**config.mk**
```make
export PLATFORM = sky130hd
export DESIGN_NAME = periodic_poll_scheduler
export DESIGN_NICKNAME = d
export VERILOG_FILES = /design/src/design/ppsch_pkg.sv /design/src/design/ppsch_ram.sv /design/src/design/periodic_poll_scheduler.sv
export SDC_FILE = /design/constraint.sdc
export NUM_CORES = 2
export LEC_CHECK = 0
export BUFFER_PORTS_ARGS = -buffer_cell sky130_fd_sc_hd__buf_2
export CAP_MARGIN = 25
export CORE_MARGIN = 2
export CORE_UTILIZATION = 55
export DETAILED_ROUTE_END_ITERATION = 6
export GPL_TIMING_DRIVEN = 0
export PLACE_DENSITY = 0.77
export SYNTH_ARGS = -nofsm -noshare
export SYNTH_HDL_FRONTEND = slang
export SYNTH_HIERARCHICAL = 1
export SYNTH_SLANG_ARGS = --single-unit
```
**constraint.sdc**
```tcl
create_clock -name clk -period 21.8 [get_ports clk]
set_input_delay 2.18 -clock clk [delete_from_list [all_inputs] [get_ports clk]]
set_output_delay 2.18 -clock clk [all_outputs]
set_load 0.03 [all_outputs]
```
**src/design/ppsch_pkg.sv**
```systemverilog
// Package for the periodic poll scheduler: action, status, mode and
// controller state codes, the slot table entry layout and fixed widths.
// No dependencies.
package ppsch_pkg;

  localparam int TIME_W   = 48;
  localparam int PERIOD_W = 40;
  localparam int ORDER_W  = 32;
  localparam int SLOT_W   = 4;
  localparam int STATUS_W = 4;

  localparam logic [PERIOD_W-1:0] WARN_RESET = 40'd1000000;
  localparam logic [TIME_W-1:0]   TIME_MAX   = {TIME_W{1'b1}};

  typedef enum logic [1:0] {
    ACT_SCHEDULE  = 2'd0,
    ACT_CANCEL    = 2'd1,
    ACT_POLL_DONE = 2'd2,
    ACT_CHECK     = 2'd3
  } action_t;

  typedef enum logic [STATUS_W-1:0] {
    ST_SCHEDULED   = 4'd0,
    ST_IGNORED     = 4'd1,
    ST_REFUSED     = 4'd2,
    ST_CANCELLED   = 4'd3,
    ST_NOT_PRESENT = 4'd4,
    ST_POLL_NOW    = 4'd5,
    ST_WAIT        = 4'd6,
    ST_ALL_ACTIVE  = 4'd7,
    ST_EMPTY       = 4'd8
  } status_t;

  typedef enum logic [1:0] {
    MODE_IDLE   = 2'd0,
    MODE_SCHED  = 2'd1,
    MODE_ACTIVE = 2'd2
  } mode_t;

  typedef enum logic [2:0] {
    S_IDLE,
    S_ISSUE,
    S_EXEC,
    S_SCAN,
    S_TAIL,
    S_FIN
  } state_t;

  typedef struct packed {
    mode_t               mode;
    logic [ORDER_W-1:0]  order;
    logic [TIME_W-1:0]   deadline;
  } entry_t;

  localparam int ENTRY_W = $bits(entry_t);

endpackage

```
**src/design/ppsch_ram.sv**
```systemverilog
// Generic single-port-write, single-port-read RAM with registered read data.
// No dependencies.
module ppsch_ram #(
  parameter int WIDTH = 8,
  parameter int DEPTH = 16
) (
  input  logic                       clk,
  input  logic                       we,
  input  logic [$clog2(DEPTH)-1:0]   waddr,
  input  logic [WIDTH-1:0]           wdata,
  input  logic [$clog2(DEPTH)-1:0]   raddr,
  output logic [WIDTH-1:0]           rdata
);

  logic [WIDTH-1:0] mem [DEPTH];

  always_ff @(posedge clk) begin
    if (we) begin
      mem[waddr] <= wdata;
    end
    rdata <= mem[raddr];
  end

endmodule

```
**src/design/periodic_poll_scheduler.sv**
```systemverilog
// Periodic poll scheduler top level: controller and slot table datapath.
// Depends on ppsch_pkg and ppsch_ram.
//
// Usage:
//   Input word: in_action, in_device_slot, in_refresh_time, in_now_time and
//   in_elapsed_time are taken at a rising edge with start high and busy low.
//   Result word: out_status, out_poll_slot, out_wait_time and out_overrun
//   appear for one cycle with out_valid high; one result per input word.
//   The receiver cannot stall; results are registered and must be taken.
//   Config: cfg_warn_threshold is written when cfg_wr_en is high; write it
//   only while busy is low.
// Timing:
//   Schedule, cancel and poll_done pass through a read of the slot table,
//   modify/write and the output register, and a new word can be accepted
//   in the cycle the result is shown.
//   Check reads the slot table RAM one entry per cycle through its single
//   read port, followed by a compare tail and a decision cycle.
// Reset:
//   rst_n (synchronous, active low) marks every slot idle, clears the order
//   counter and loads the default warn threshold; no clearing pass is needed
//   since per-slot valid flops mask the RAM contents.
module periodic_poll_scheduler #(
  parameter int SLOTS = 16
) (
  input  logic                            clk,
  input  logic                            rst_n,
  input  logic                            start,
  output logic                            busy,
  input  logic [1:0]                      in_action,
  input  logic [ppsch_pkg::SLOT_W-1:0]    in_device_slot,
  input  logic [ppsch_pkg::PERIOD_W-1:0]  in_refresh_time,
  input  logic [ppsch_pkg::TIME_W-1:0]    in_now_time,
  input  logic [ppsch_pkg::PERIOD_W-1:0]  in_elapsed_time,
  output logic                            out_valid,
  output logic [ppsch_pkg::STATUS_W-1:0]  out_status,
  output logic [ppsch_pkg::SLOT_W-1:0]    out_poll_slot,
  output logic [ppsch_pkg::TIME_W-1:0]    out_wait_time,
  output logic                            out_overrun,
  input  logic                            cfg_wr_en,
  input  logic [ppsch_pkg::PERIOD_W-1:0]  cfg_warn_threshold
);

  localparam int IW = (SLOTS > 1) ? $clog2(SLOTS) : 1;
  localparam logic [IW-1:0] LAST_IDX = IW'(SLOTS - 1);

  ppsch_pkg::state_t state_r, state_nxt;

  ppsch_pkg::action_t                act_r;
  logic [ppsch_pkg::SLOT_W-1:0]      slot_r;
  logic [ppsch_pkg::PERIOD_W-1:0]    refresh_r;
  logic [ppsch_pkg::TIME_W-1:0]      now_r;
  logic [ppsch_pkg::PERIOD_W-1:0]    elapsed_r;

  logic [IW-1:0]                     cnt_r, cnt_nxt;
  logic                              cmp_vld_r;
  logic [IW-1:0]                     cmp_idx_r;
  logic                              found_r, found_nxt;
  logic                              any_act_r, any_act_nxt;
  logic [IW-1:0]                     best_idx_r, best_idx_nxt;
  logic [ppsch_pkg::TIME_W-1:0]      best_dl_r, best_dl_nxt;
  logic [ppsch_pkg::ORDER_W-1:0]     best_ord_r, best_ord_nxt;

  logic [SLOTS-1:0]                  vld_r, vld_nxt;
  logic [ppsch_pkg::ORDER_W-1:0]     next_order_r, next_order_nxt;
  logic [ppsch_pkg::PERIOD_W-1:0]    warn_r;

  logic                              out_valid_r, out_valid_nxt;
  ppsch_pkg::status_t                out_status_r, out_status_nxt;
  logic [ppsch_pkg::SLOT_W-1:0]      out_poll_slot_r, out_poll_slot_nxt;
  logic [ppsch_pkg::TIME_W-1:0]      out_wait_r, out_wait_nxt;
  logic                              out_overrun_r, out_overrun_nxt;

  logic                              accept;
  logic                              slot_ok;
  logic [IW-1:0]                     s_idx;
  logic [IW-1:0]                     rd_addr;
  logic [ppsch_pkg::ENTRY_W-1:0]     rd_data;
  ppsch_pkg::entry_t                 rd_q;
  ppsch_pkg::mode_t                  cur_mode;
  ppsch_pkg::mode_t                  cmp_mode;
  logic                              ram_we;
  logic [IW-1:0]                     ram_waddr;
  ppsch_pkg::entry_t                 ram_wentry;
  logic [ppsch_pkg::TIME_W:0]        dl_sum;
  logic [ppsch_pkg::TIME_W-1:0]      dl_new;
  logic                              over;
  logic                              better;

  assign busy      = (state_r != ppsch_pkg::S_IDLE);
  assign accept    = start && !busy;
  assign slot_ok   = (int'(slot_r) < SLOTS);
  assign s_idx     = slot_ok ? IW'(slot_r) : '0;
  assign rd_addr   = (state_r == ppsch_pkg::S_SCAN) ? cnt_r : s_idx;
  assign rd_q      = ppsch_pkg::entry_t'(rd_data);

  assign dl_sum = {1'b0, now_r} + {{(ppsch_pkg::TIME_W + 1 - ppsch_pkg::PERIOD_W){1'b0}},
                                   refresh_r};
  assign dl_new = dl_sum[ppsch_pkg::TIME_W] ? ppsch_pkg::TIME_MAX
                                            : dl_sum[ppsch_pkg::TIME_W-1:0];
  assign over   = (elapsed_r > refresh_r) && ((elapsed_r - refresh_r) > warn_r);

  assign cur_mode = vld_r[s_idx] ? rd_q.mode : ppsch_pkg::MODE_IDLE;
  assign cmp_mode = vld_r[cmp_idx_r] ? rd_q.mode : ppsch_pkg::MODE_IDLE;
  assign better   = !found_r || (rd_q.deadline < best_dl_r) ||
                    ((rd_q.deadline == best_dl_r) && (rd_q.order < best_ord_r));

  ppsch_ram #(
    .WIDTH (ppsch_pkg::ENTRY_W),
    .DEPTH (SLOTS)
  ) u_table (
    .clk   (clk),
    .we    (ram_we),
    .waddr (ram_waddr),
    .wdata (ram_wentry),
    .raddr (rd_addr),
    .rdata (rd_data)
  );

  // next state
  always_comb begin
    state_nxt = state_r;
    case (state_r)
      ppsch_pkg::S_IDLE: begin
        if (accept) begin
          state_nxt = (ppsch_pkg::action_t'(in_action) == ppsch_pkg::ACT_CHECK) ?
                      ppsch_pkg::S_SCAN : ppsch_pkg::S_ISSUE;
        end
      end
      ppsch_pkg::S_ISSUE: state_nxt = ppsch_pkg::S_EXEC;
      ppsch_pkg::S_EXEC:  state_nxt = ppsch_pkg::S_IDLE;
      ppsch_pkg::S_SCAN: begin
        if (cnt_r == LAST_IDX) begin
          state_nxt = ppsch_pkg::S_TAIL;
        end
      end
      ppsch_pkg::S_TAIL:  state_nxt = ppsch_pkg::S_FIN;
      ppsch_pkg::S_FIN:   state_nxt = ppsch_pkg::S_IDLE;
      default:            state_nxt = ppsch_pkg::S_IDLE;
    endcase
  end

  // datapath and table updates
  always_comb begin
    cnt_nxt           = cnt_r;
    found_nxt         = found_r;
    any_act_nxt       = any_act_r;
    best_idx_nxt      = best_idx_r;
    best_dl_nxt       = best_dl_r;
    best_ord_nxt      = best_ord_r;
    vld_nxt           = vld_r;
    next_order_nxt    = next_order_r;
    out_valid_nxt     = 1'b0;
    out_status_nxt    = out_status_r;
    out_poll_slot_nxt = out_poll_slot_r;
    out_wait_nxt      = out_wait_r;
    out_overrun_nxt   = out_overrun_r;
    ram_we            = 1'b0;
    ram_waddr         = s_idx;
    ram_wentry        = '{mode: ppsch_pkg::MODE_SCHED, order: next_order_r, deadline: dl_new};

    case (state_r)
      ppsch_pkg::S_IDLE: begin
        cnt_nxt     = '0;
        found_nxt   = 1'b0;
        any_act_nxt = 1'b0;
      end
      ppsch_pkg::S_SCAN: begin
        cnt_nxt = cnt_r + IW'(1);
      end
      ppsch_pkg::S_EXEC: begin
        out_valid_nxt     = 1'b1;
        out_poll_slot_nxt = '0;
        out_wait_nxt      = '0;
        out_overrun_nxt   = 1'b0;
        out_status_nxt    = ppsch_pkg::ST_IGNORED;
        case (act_r)
          ppsch_pkg::ACT_SCHEDULE: begin
            if (!slot_ok || cur_mode != ppsch_pkg::MODE_IDLE) begin
              out_status_nxt = ppsch_pkg::ST_IGNORED;
            end else if (refresh_r == '0) begin
              out_status_nxt = ppsch_pkg::ST_REFUSED;
            end else begin
              ram_we          = 1'b1;
              vld_nxt[s_idx]  = 1'b1;
              next_order_nxt  = next_order_r + 32'd1;
              out_status_nxt  = ppsch_pkg::ST_SCHEDULED;
            end
          end
          ppsch_pkg::ACT_CANCEL: begin
            if (slot_ok && cur_mode != ppsch_pkg::MODE_IDLE) begin
              vld_nxt[s_idx] = 1'b0;
              out_status_nxt = ppsch_pkg::ST_CANCELLED;
            end else begin
              out_status_nxt = ppsch_pkg::ST_NOT_PRESENT;
            end
          end
          ppsch_pkg::ACT_POLL_DONE: begin
            out_overrun_nxt = over;
            if (!slot_ok || cur_mode != ppsch_pkg::MODE_ACTIVE) begin
              out_status_nxt = ppsch_pkg::ST_IGNORED;
            end else if (refresh_r == '0) begin
              vld_nxt[s_idx] = 1'b0;
              out_status_nxt = ppsch_pkg::ST_REFUSED;
            end else begin
              ram_we         = 1'b1;
              next_order_nxt = next_order_r + 32'd1;
              out_status_nxt = ppsch_pkg::ST_SCHEDULED;
            end
          end
          default: out_status_nxt = ppsch_pkg::ST_IGNORED;
        endcase
      end
      ppsch_pkg::S_FIN: begin
        out_valid_nxt     = 1'b1;
        out_poll_slot_nxt = '0;
        out_wait_nxt      = '0;
        out_overrun_nxt   = 1'b0;
        ram_waddr         = best_idx_r;
        ram_wentry        = '{mode: ppsch_pkg::MODE_ACTIVE, order: best_ord_r,
                              deadline: best_dl_r};
        if (!found_r) begin
          out_status_nxt = any_act_r ? ppsch_pkg::ST_ALL_ACTIVE : ppsch_pkg::ST_EMPTY;
        end else if (best_dl_r > now_r) begin
          out_status_nxt = ppsch_pkg::ST_WAIT;
          out_wait_nxt   = best_dl_r - now_r;
        end else begin
          ram_we            = 1'b1;
          out_status_nxt    = ppsch_pkg::ST_POLL_NOW;
          out_poll_slot_nxt = ppsch_pkg::SLOT_W'(best_idx_r);
        end
      end
      default: ;
    endcase

    // compare the entry read in the previous scan cycle
    if (cmp_vld_r) begin
      if (cmp_mode == ppsch_pkg::MODE_ACTIVE) begin
        any_act_nxt = 1'b1;
      end
      if (cmp_mode == ppsch_pkg::MODE_SCHED && better) begin
        found_nxt    = 1'b1;
        best_idx_nxt = cmp_idx_r;
        best_dl_nxt  = rd_q.deadline;
        best_ord_nxt = rd_q.order;
      end
    end
  end

  always_ff @(posedge clk) begin
    if (!rst_n) begin
      state_r      <= ppsch_pkg::S_IDLE;
      vld_r        <= '0;
      next_order_r <= '0;
      warn_r       <= ppsch_pkg::WARN_RESET;
      out_valid_r  <= 1'b0;
      cmp_vld_r    <= 1'b0;
      found_r      <= 1'b0;
      any_act_r    <= 1'b0;
      cnt_r        <= '0;
    end else begin
      state_r      <= state_nxt;
      vld_r        <= vld_nxt;
      next_order_r <= next_order_nxt;
      out_valid_r  <= out_valid_nxt;
      cmp_vld_r    <= (state_r == ppsch_pkg::S_SCAN);
      found_r      <= found_nxt;
      any_act_r    <= any_act_nxt;
      cnt_r        <= cnt_nxt;
      if (cfg_wr_en) begin
        warn_r <= cfg_warn_threshold;
      end
    end
  end

  always_ff @(posedge clk) begin
    if (accept) begin
      act_r     <= ppsch_pkg::action_t'(in_action);
      slot_r    <= in_device_slot;
      refresh_r <= in_refresh_time;
      now_r     <= in_now_time;
      elapsed_r <= in_elapsed_time;
    end
    cmp_idx_r       <= cnt_r;
    best_idx_r      <= best_idx_nxt;
    best_dl_r       <= best_dl_nxt;
    best_ord_r      <= best_ord_nxt;
    out_status_r    <= out_status_nxt;
    out_poll_slot_r <= out_poll_slot_nxt;
    out_wait_r      <= out_wait_nxt;
    out_overrun_r   <= out_overrun_nxt;
  end

  assign out_valid     = out_valid_r;
  assign out_status    = out_status_r;
  assign out_poll_slot = out_poll_slot_r;
  assign out_wait_time = out_wait_r;
  assign out_overrun   = out_overrun_r;

endmodule

```
# == Yosys cells after proc, flatten, opt, wreduce, memory -nomap -nowiden ==
# Memories as Yosys holds them, arrays and structs flattened. A register that Yosys moved wholly into a read port is not among the register bits.
# Cells that the tools add are included.
# op_classes
mux,60
shift,0
n_eq_ne,20
n_lt_le_gt_ge,8
multipliers,0
bitwise,3
div,0
addsub,5
n_reduce_logical,23
# ops
op,n
48-bit 2-to-1 mux,3
32-bit 2-to-1 mux,3
48-bit case mux with 2 select lines,1
82-bit 2-to-1 mux,1
40-bit greater-than comparator,2
16-bit 2-to-1 mux,5
32-bit case mux with 2 select lines,1
48-bit by 40-bit adder with 49-bit output,1
48-bit == test,1
48-bit greater-than comparator,1
48-bit < comparator,1
16-bit case mux with 3 select lines,1
48-bit subtractor,1
40-bit logical NOT,1
40-bit subtractor,1
32-bit by 1-bit adder with 32-bit output (second input constant),1
32-bit < comparator,1
4-bit 2-to-1 mux,6
4-bit case mux with 2 select lines,3
1-bit 2-to-1 mux,18
16-bit bitwise AND,1
2-bit != test (second input constant),8
16-bit inverter,1
16-bit OR,1
other kinds (27),55
# word_totals
wordCells,142
mem_count,1
out_inout_bits,59
rom_bits,0
regBits,378
ram_bits,1312
inputBits,178
latch_bits,0
# mem_list
memory,words,word_bits,rd,rd_ports_with_merged_regs,wr,line_no,text
u_table.mem,16,82,1,1,1,ppsch_ram.sv:15,logic [WIDTH-1:0] mem [DEPTH];

# == Logic depth before layout (Yosys ltp) ==
# depth
depth_word,9
ltp_mapped,22
ltp_nobuf,22

# == Modules after synthesis ==
# The synthesis kept the hierarchy.
# modules_own_cells
module,instances,area_per_inst_um2,seq_area_each_um2,cells_per_inst
ppsch_ram,1,50683.6,41039.4,2103
periodic_poll_scheduler,1,24403.4,10319.9,2542

# == Worst setup path before layout ==
# OpenSTA, ideal clock, no wires.
# synth_timing
path_type,reg-to-reg
startpoint,register best_dl_r[2] (netlist bit)
endpoint,"memory u_table/mem[0][0] (netlist bit), enable pin"
arrival_ns,9.063
setup_slack_ns,12.114
setup_ns,0.623
n_path_buf,1
required_ns,21.177
path_stages_with_launch,14
period_less_slack_ns,9.686
path_cell_list,edfxtp_1 -> ha_1 -> nor2b_1 -> o31a_1 -> o21ai_0 -> o21ai_1 -> a221oi_1 -> o21ai_0 -> a221o_1 -> clkbuf_1 -> a21boi_1 -> a21o_1 -> or3b_2 -> nor3_1
# synth_via
elab_chain_cells,6
# synth_rtl
element,line_no,text
start: declaration,periodic_poll_scheduler.sv:60,"logic [ppsch_pkg::TIME_W-1:0] best_dl_r, best_dl_nxt;"
start signal: assignment,periodic_poll_scheduler.sv:285,best_dl_r <= best_dl_nxt;
48-bit greater-than comparator,periodic_poll_scheduler.sv:223,end else if (best_dl_r > now_r) begin
1-bit 2-to-1 mux,periodic_poll_scheduler.sv:223,
1-bit 2-to-1 mux,periodic_poll_scheduler.sv:221,if (!found_r) begin
1-bit case mux with 2 select lines,periodic_poll_scheduler.sv:161,case (state_r)
net ram_we,periodic_poll_scheduler.sv:81,logic ram_we;
1-bit 2-to-1 mux,ppsch_ram.sv:18,if (we) begin
1-bit 2-to-1 mux (implied by the code),ppsch_ram.sv:19,mem[waddr] <= wdata;
end: declaration,ppsch_ram.sv:15,
# The timed path passes the listed nets, and every way through them passes these cells.

# == Worst setup path in the final report ==
# layout_timing
startpoint,register best_dl_r[0] (netlist bit)
endpoint,"memory u_table/mem[7][65] (netlist bit), enable pin"
# Same word-level chain as after synthesis.

==> impl_results.md <==
- Post-synth EDFFs: roughly 1,600
- Worst path cell trace: inv_1, ha_1, fa_1, nor2b_1, o31a_1, o21ai_0, o21ai_1, a221oi_1, o21ai_0, a221o_1, clkbuf_1, a21boi_1, a21o_1, nand3b_1, nor2_4, buf_12, buf_16, buf_12, buf_12
- Worst setup startpoint: best_dl_r[0]
- Worst Setup Start Kind: register
- Max cap viols: 0
- Clock Power Share: 34.9%
- Worst stage delay on the critical path: about 770 ps
- Post-CTS setup buffers: 0
- Row cnt: 135
- Cell internal pwr: 6.22 mW
- Vias in the first global route: about 47,000
- Seq/Total Area, Yosys: between 60% and 70%
- Final instance area: between 80,000 and 90,000 um2
- Worst setup path end: u_table/mem[7][65]
- Clock skew: 27.1 ps
- Core area: 135,000 um2
- Ratio of cells with drive above 1 in the final layout: approximately a fifth
- Yosys warnings: 6
- Hold_buf cts: 0
- FF+latch area: 51,400 um2
- Largest net degree at the start of global routing: 58
- # IOs: 237
- Final period utilization: 31.9%
- Starting DRT DRC Count: 6,378
- Die area: 139,000 um2
- Worst-path clk slew: 60 ps
- Clk buf depth: 3
- Seq pwr share: between 40% and 50%
- DPL Wire Length: 140,000 um
- Post-Syn Area per Cell: 16.2 um2
- Fmax: 0.144 GHz
- Clk_lat worst skew: 830 ps
- DRC viols: 0
- Area contributors post-synth: edfxtp_1 63%, mux4_2 10%, dfxtp_1 4.9%, ha_1 4.2%, a22oi_1 2.0%
- Crit path max fanout: 19
- Yosys cell types: 76
- Initial Util: between 50 and 60%
- Comb power frac: 17.4%
- # H-tree levels: 4
- CTS Sinks: 1,772
- Synth top area share: 63.5%
- Footprint of the multi-input gates: roughly 22,000 um2
- Final cell count without fillers: 7,153
- Worst reg2reg setup slack: 14,850 ps
- Placed inst area: 80,600 um2
- Arr. time, crit path: 7470 ps
- RSZ-0062 raised after global routing: false
- # setup viols final: 0
- Placer congestion estimate: 1.01
- Final nets: 5,653
- Worst reg2reg path startpoint: best_dl_r[0]
- Die width: 373 um
- Final min period: 6950 ps
- Setup TNS: 0 ps
- Critical R2R Capture: u_table/mem[7][65]
- Peak supply drop: 96.5 uV
- Worst-Margin Slew: ~1500 ps
- WP data required: 22,310 ps
- Cells after synthesis: 4,645
- Critical Path Most Common Cell: buf_12
- Synth Flop Type: edfxtp_1
- Crit path depth: 19
- Pwr Density: ~99 nW/um2
- Fill count: approximately 9,000
- Post-CTS resize count: 0
- Final hold vios: 0
- Hold Crit Class: reg -> reg
- PortBufs: 234
- Sw Ratio: 27.2%
- Die Y: around 370 um
- Tot GR Track Use: 30.1%
- Slew HR: 1.37%
- Antenna violations before repair: 15
- Sw Pwr: 2.32 mW
- DR vias/cell: 6.46
- Mapped Nets: 5,079
- CP top delay family: compound AO/OA/AOI/OAI gates
- Leakage: slightly above 30 nW
- Final ANT Viol Nets: 0
- Min Hold Slack: 413 ps
- Largest area contributor in the netlist: edfxtp_1
- FF-to-FF path depth: 19
- Setup crit end kind: register
- Post-Syn Area: 75,100 um2
- Vias: about 46,000
- DR pass1 iterations: 6
- FF+latch count, synth: roughly 1,800
- CTS tree: built
- Num CTS Buffers: between 150 and 200
- Root buffer cell: clkbuf_16
- Final wirelength: approximately 210,000 um
- Avg WL per Cell: 29.7 um
- Slowest cell on the critical path: a221oi_1
- Worst Setup Path Type: reg -> reg
- Placed cells: 6,802
- Fin util: 63.8%
- Slew Viols, Final: 0
- Outcome: finished clean
- First-pass GRT wire length: 307,000 um
- Ys async rst share: 0%
- Area growth syn-to-layout: 15.2%
- WP buf/inv: 6
- Final global-route overflow total: 0
-- logic make-up (layout without fill, tap and decap cells) --
family / Yosys count / in the layout / synth area share [%]
adders and majority gates: 256 / 256 / 4.30
AOI/OAI and AO/OA: 841 / 841 / 7.47
other: 0 / 7 / 0
muxes: 382 / 382 / 10.7
and+or+nand+nor: 816 / 816 / 5.09
DFF: 1772 / 1772 / 68.4
buffers and inverters: 445 / 1165 / 2.48
xor gates and xnor gates: 133 / 133 / 1.55
-- worst reg2reg max path, stage by stage, from the launching register on --
cell      delay (ps)
edfxtp_1         390
inv_1            120
ha_1             210
fa_1             210
nor2b_1           70
o31a_1           290
o21ai_0          400
o21ai_1          370
a221oi_1         780
o21ai_0          340
a221o_1          380
clkbuf_1         270
a21boi_1         550
a21o_1           220
nand3b_1         340
nor2_4           750
buf_12           290
buf_16           220
buf_12           210
buf_12           230
-- worst min path at each step --
stage | from | slack, ps | endpoint | cells after the start
floorplan | cnt_r[3] | 380 | cmp_idx_r[3] | 0
global placement | cnt_r[3] | 400 | cmp_idx_r[3] | 0
detailed placement | cnt_r[3] | 400 | cmp_idx_r[3] | 0
CTS | cnt_r[3] | 410 | cmp_idx_r[3] | 0
global route | cnt_r[3] | 420 | cmp_idx_r[3] | 0
finish | cnt_r[3] | 410 | cmp_idx_r[3] | 0
-- sequential cells by signal, summed over array words and instances (netlist names), 32 cells and up, named ones only --
| register | count |
|---|---|
| out_wait_time | 48 |
| now_r | 48 |
| next_order_r | 32 |
| best_dl_r | 48 |
| warn_r | 40 |
| elapsed_r | 40 |
| best_ord_r | 32 |
| u_table/mem | 1312 |
| refresh_r | 40 |
| u_table/rdata | 82 |
-- cell usage after synthesis, types with 19 or more instances --
master    instances
edfxtp_1       1587
mux4_2          338
nand2_1         279
inv_1           263
ha_1            253
nor2_1          214
a22oi_1         204
dfxtp_1         185
a21oi_1         183
o21ai_0         142
clkbuf_1        114
a21o_1          100
xor2_1           67
xnor2_1          66
nand3_1          59
nand4_1          59
nor3_1           45
mux2i_1          44
o211ai_1         29
a31oi_1          25
nand2b_1         24
nor2b_1          21
a211oi_1         20
nor4_1           20
buf_1            19
buf_4            19
-- final cells by class --
cell class                 instances  area share, %
timing repair buffer             405           3.93
buffer                           181           1.01
antenna                            7         0.0203
inverter                         264           1.15
tap                             1781           2.58
sequential                      1772           59.4
multi-input combinational       2428           25.5
clock buffer                     230           5.32
clock inverter                    85           1.14
-- placed cells by master (no fill, tap or decap), types with 18 or more instances in the layout --
cell and count:
nor3_1 40, and3_1 18, clkbuf_16 169, xnor2_1 66
a21o_1 100, xor2_1 67, buf_6 56, nor2b_1 21
buf_2 274, nand3_1 59, a31oi_1 25, o21ai_0 139
nand2_1 278, nand2b_1 24, buf_12 42, dfxtp_1 185
ha_1 253, edfxtp_1 1587, clkinv_1 20, a21oi_1 183
a211oi_1 20, clkbuf_1 161, mux2i_1 44, mux4_2 338
clkinv_2 24, inv_1 263, buf_4 61, nor2_1 200
o211ai_1 29, nand4_1 59, buf_1 18, a22oi_1 204
nor4_1 20
-- through the flow --
| stage | setup slack (ps) | power [mW] |
|---|---|---|
| after floorplan | 12110 | 5.06 |
| after global placement | 2920 | 5.48 |
| after detailed placement | 14910 | 5.53 |
| after CTS | 14880 | 8.50 |
| after global routing | 14620 | 8.79 |
| final | 14850 | 8.54 |
-- power groups by stage --
| stage | Sequential, mW | Combinational (mW) | Clock [mW] |
|---|---|---|---|
| floorplan | 4.13 | 0.923 | 0 |
| global placement | 4.16 | 1.32 | 0 |
| detailed placement | 4.14 | 1.39 | 0 |
| CTS | 4.07 | 1.42 | 3.01 |
| global route | 4.08 | 1.60 | 3.12 |
| finish | 4.07 | 1.49 | 2.98 |
-- per-layer routing --
metal | global-route usage [%] | routed length, um | part of all wire (%) | vias to the layer above
met3 | 6.52 | 21900 | 10 | 653
li1 | - | - | - | 19473
met4 | 16.0 | 12000 | 5.6 | 20
met5 | 0 | 149 | 0.070 | -
met1 | 37.2 | 75000 | 35 | 22952
met2 | 50.1 | 103000 | 49 | 3081
Power figures use the tool's default switching activity.
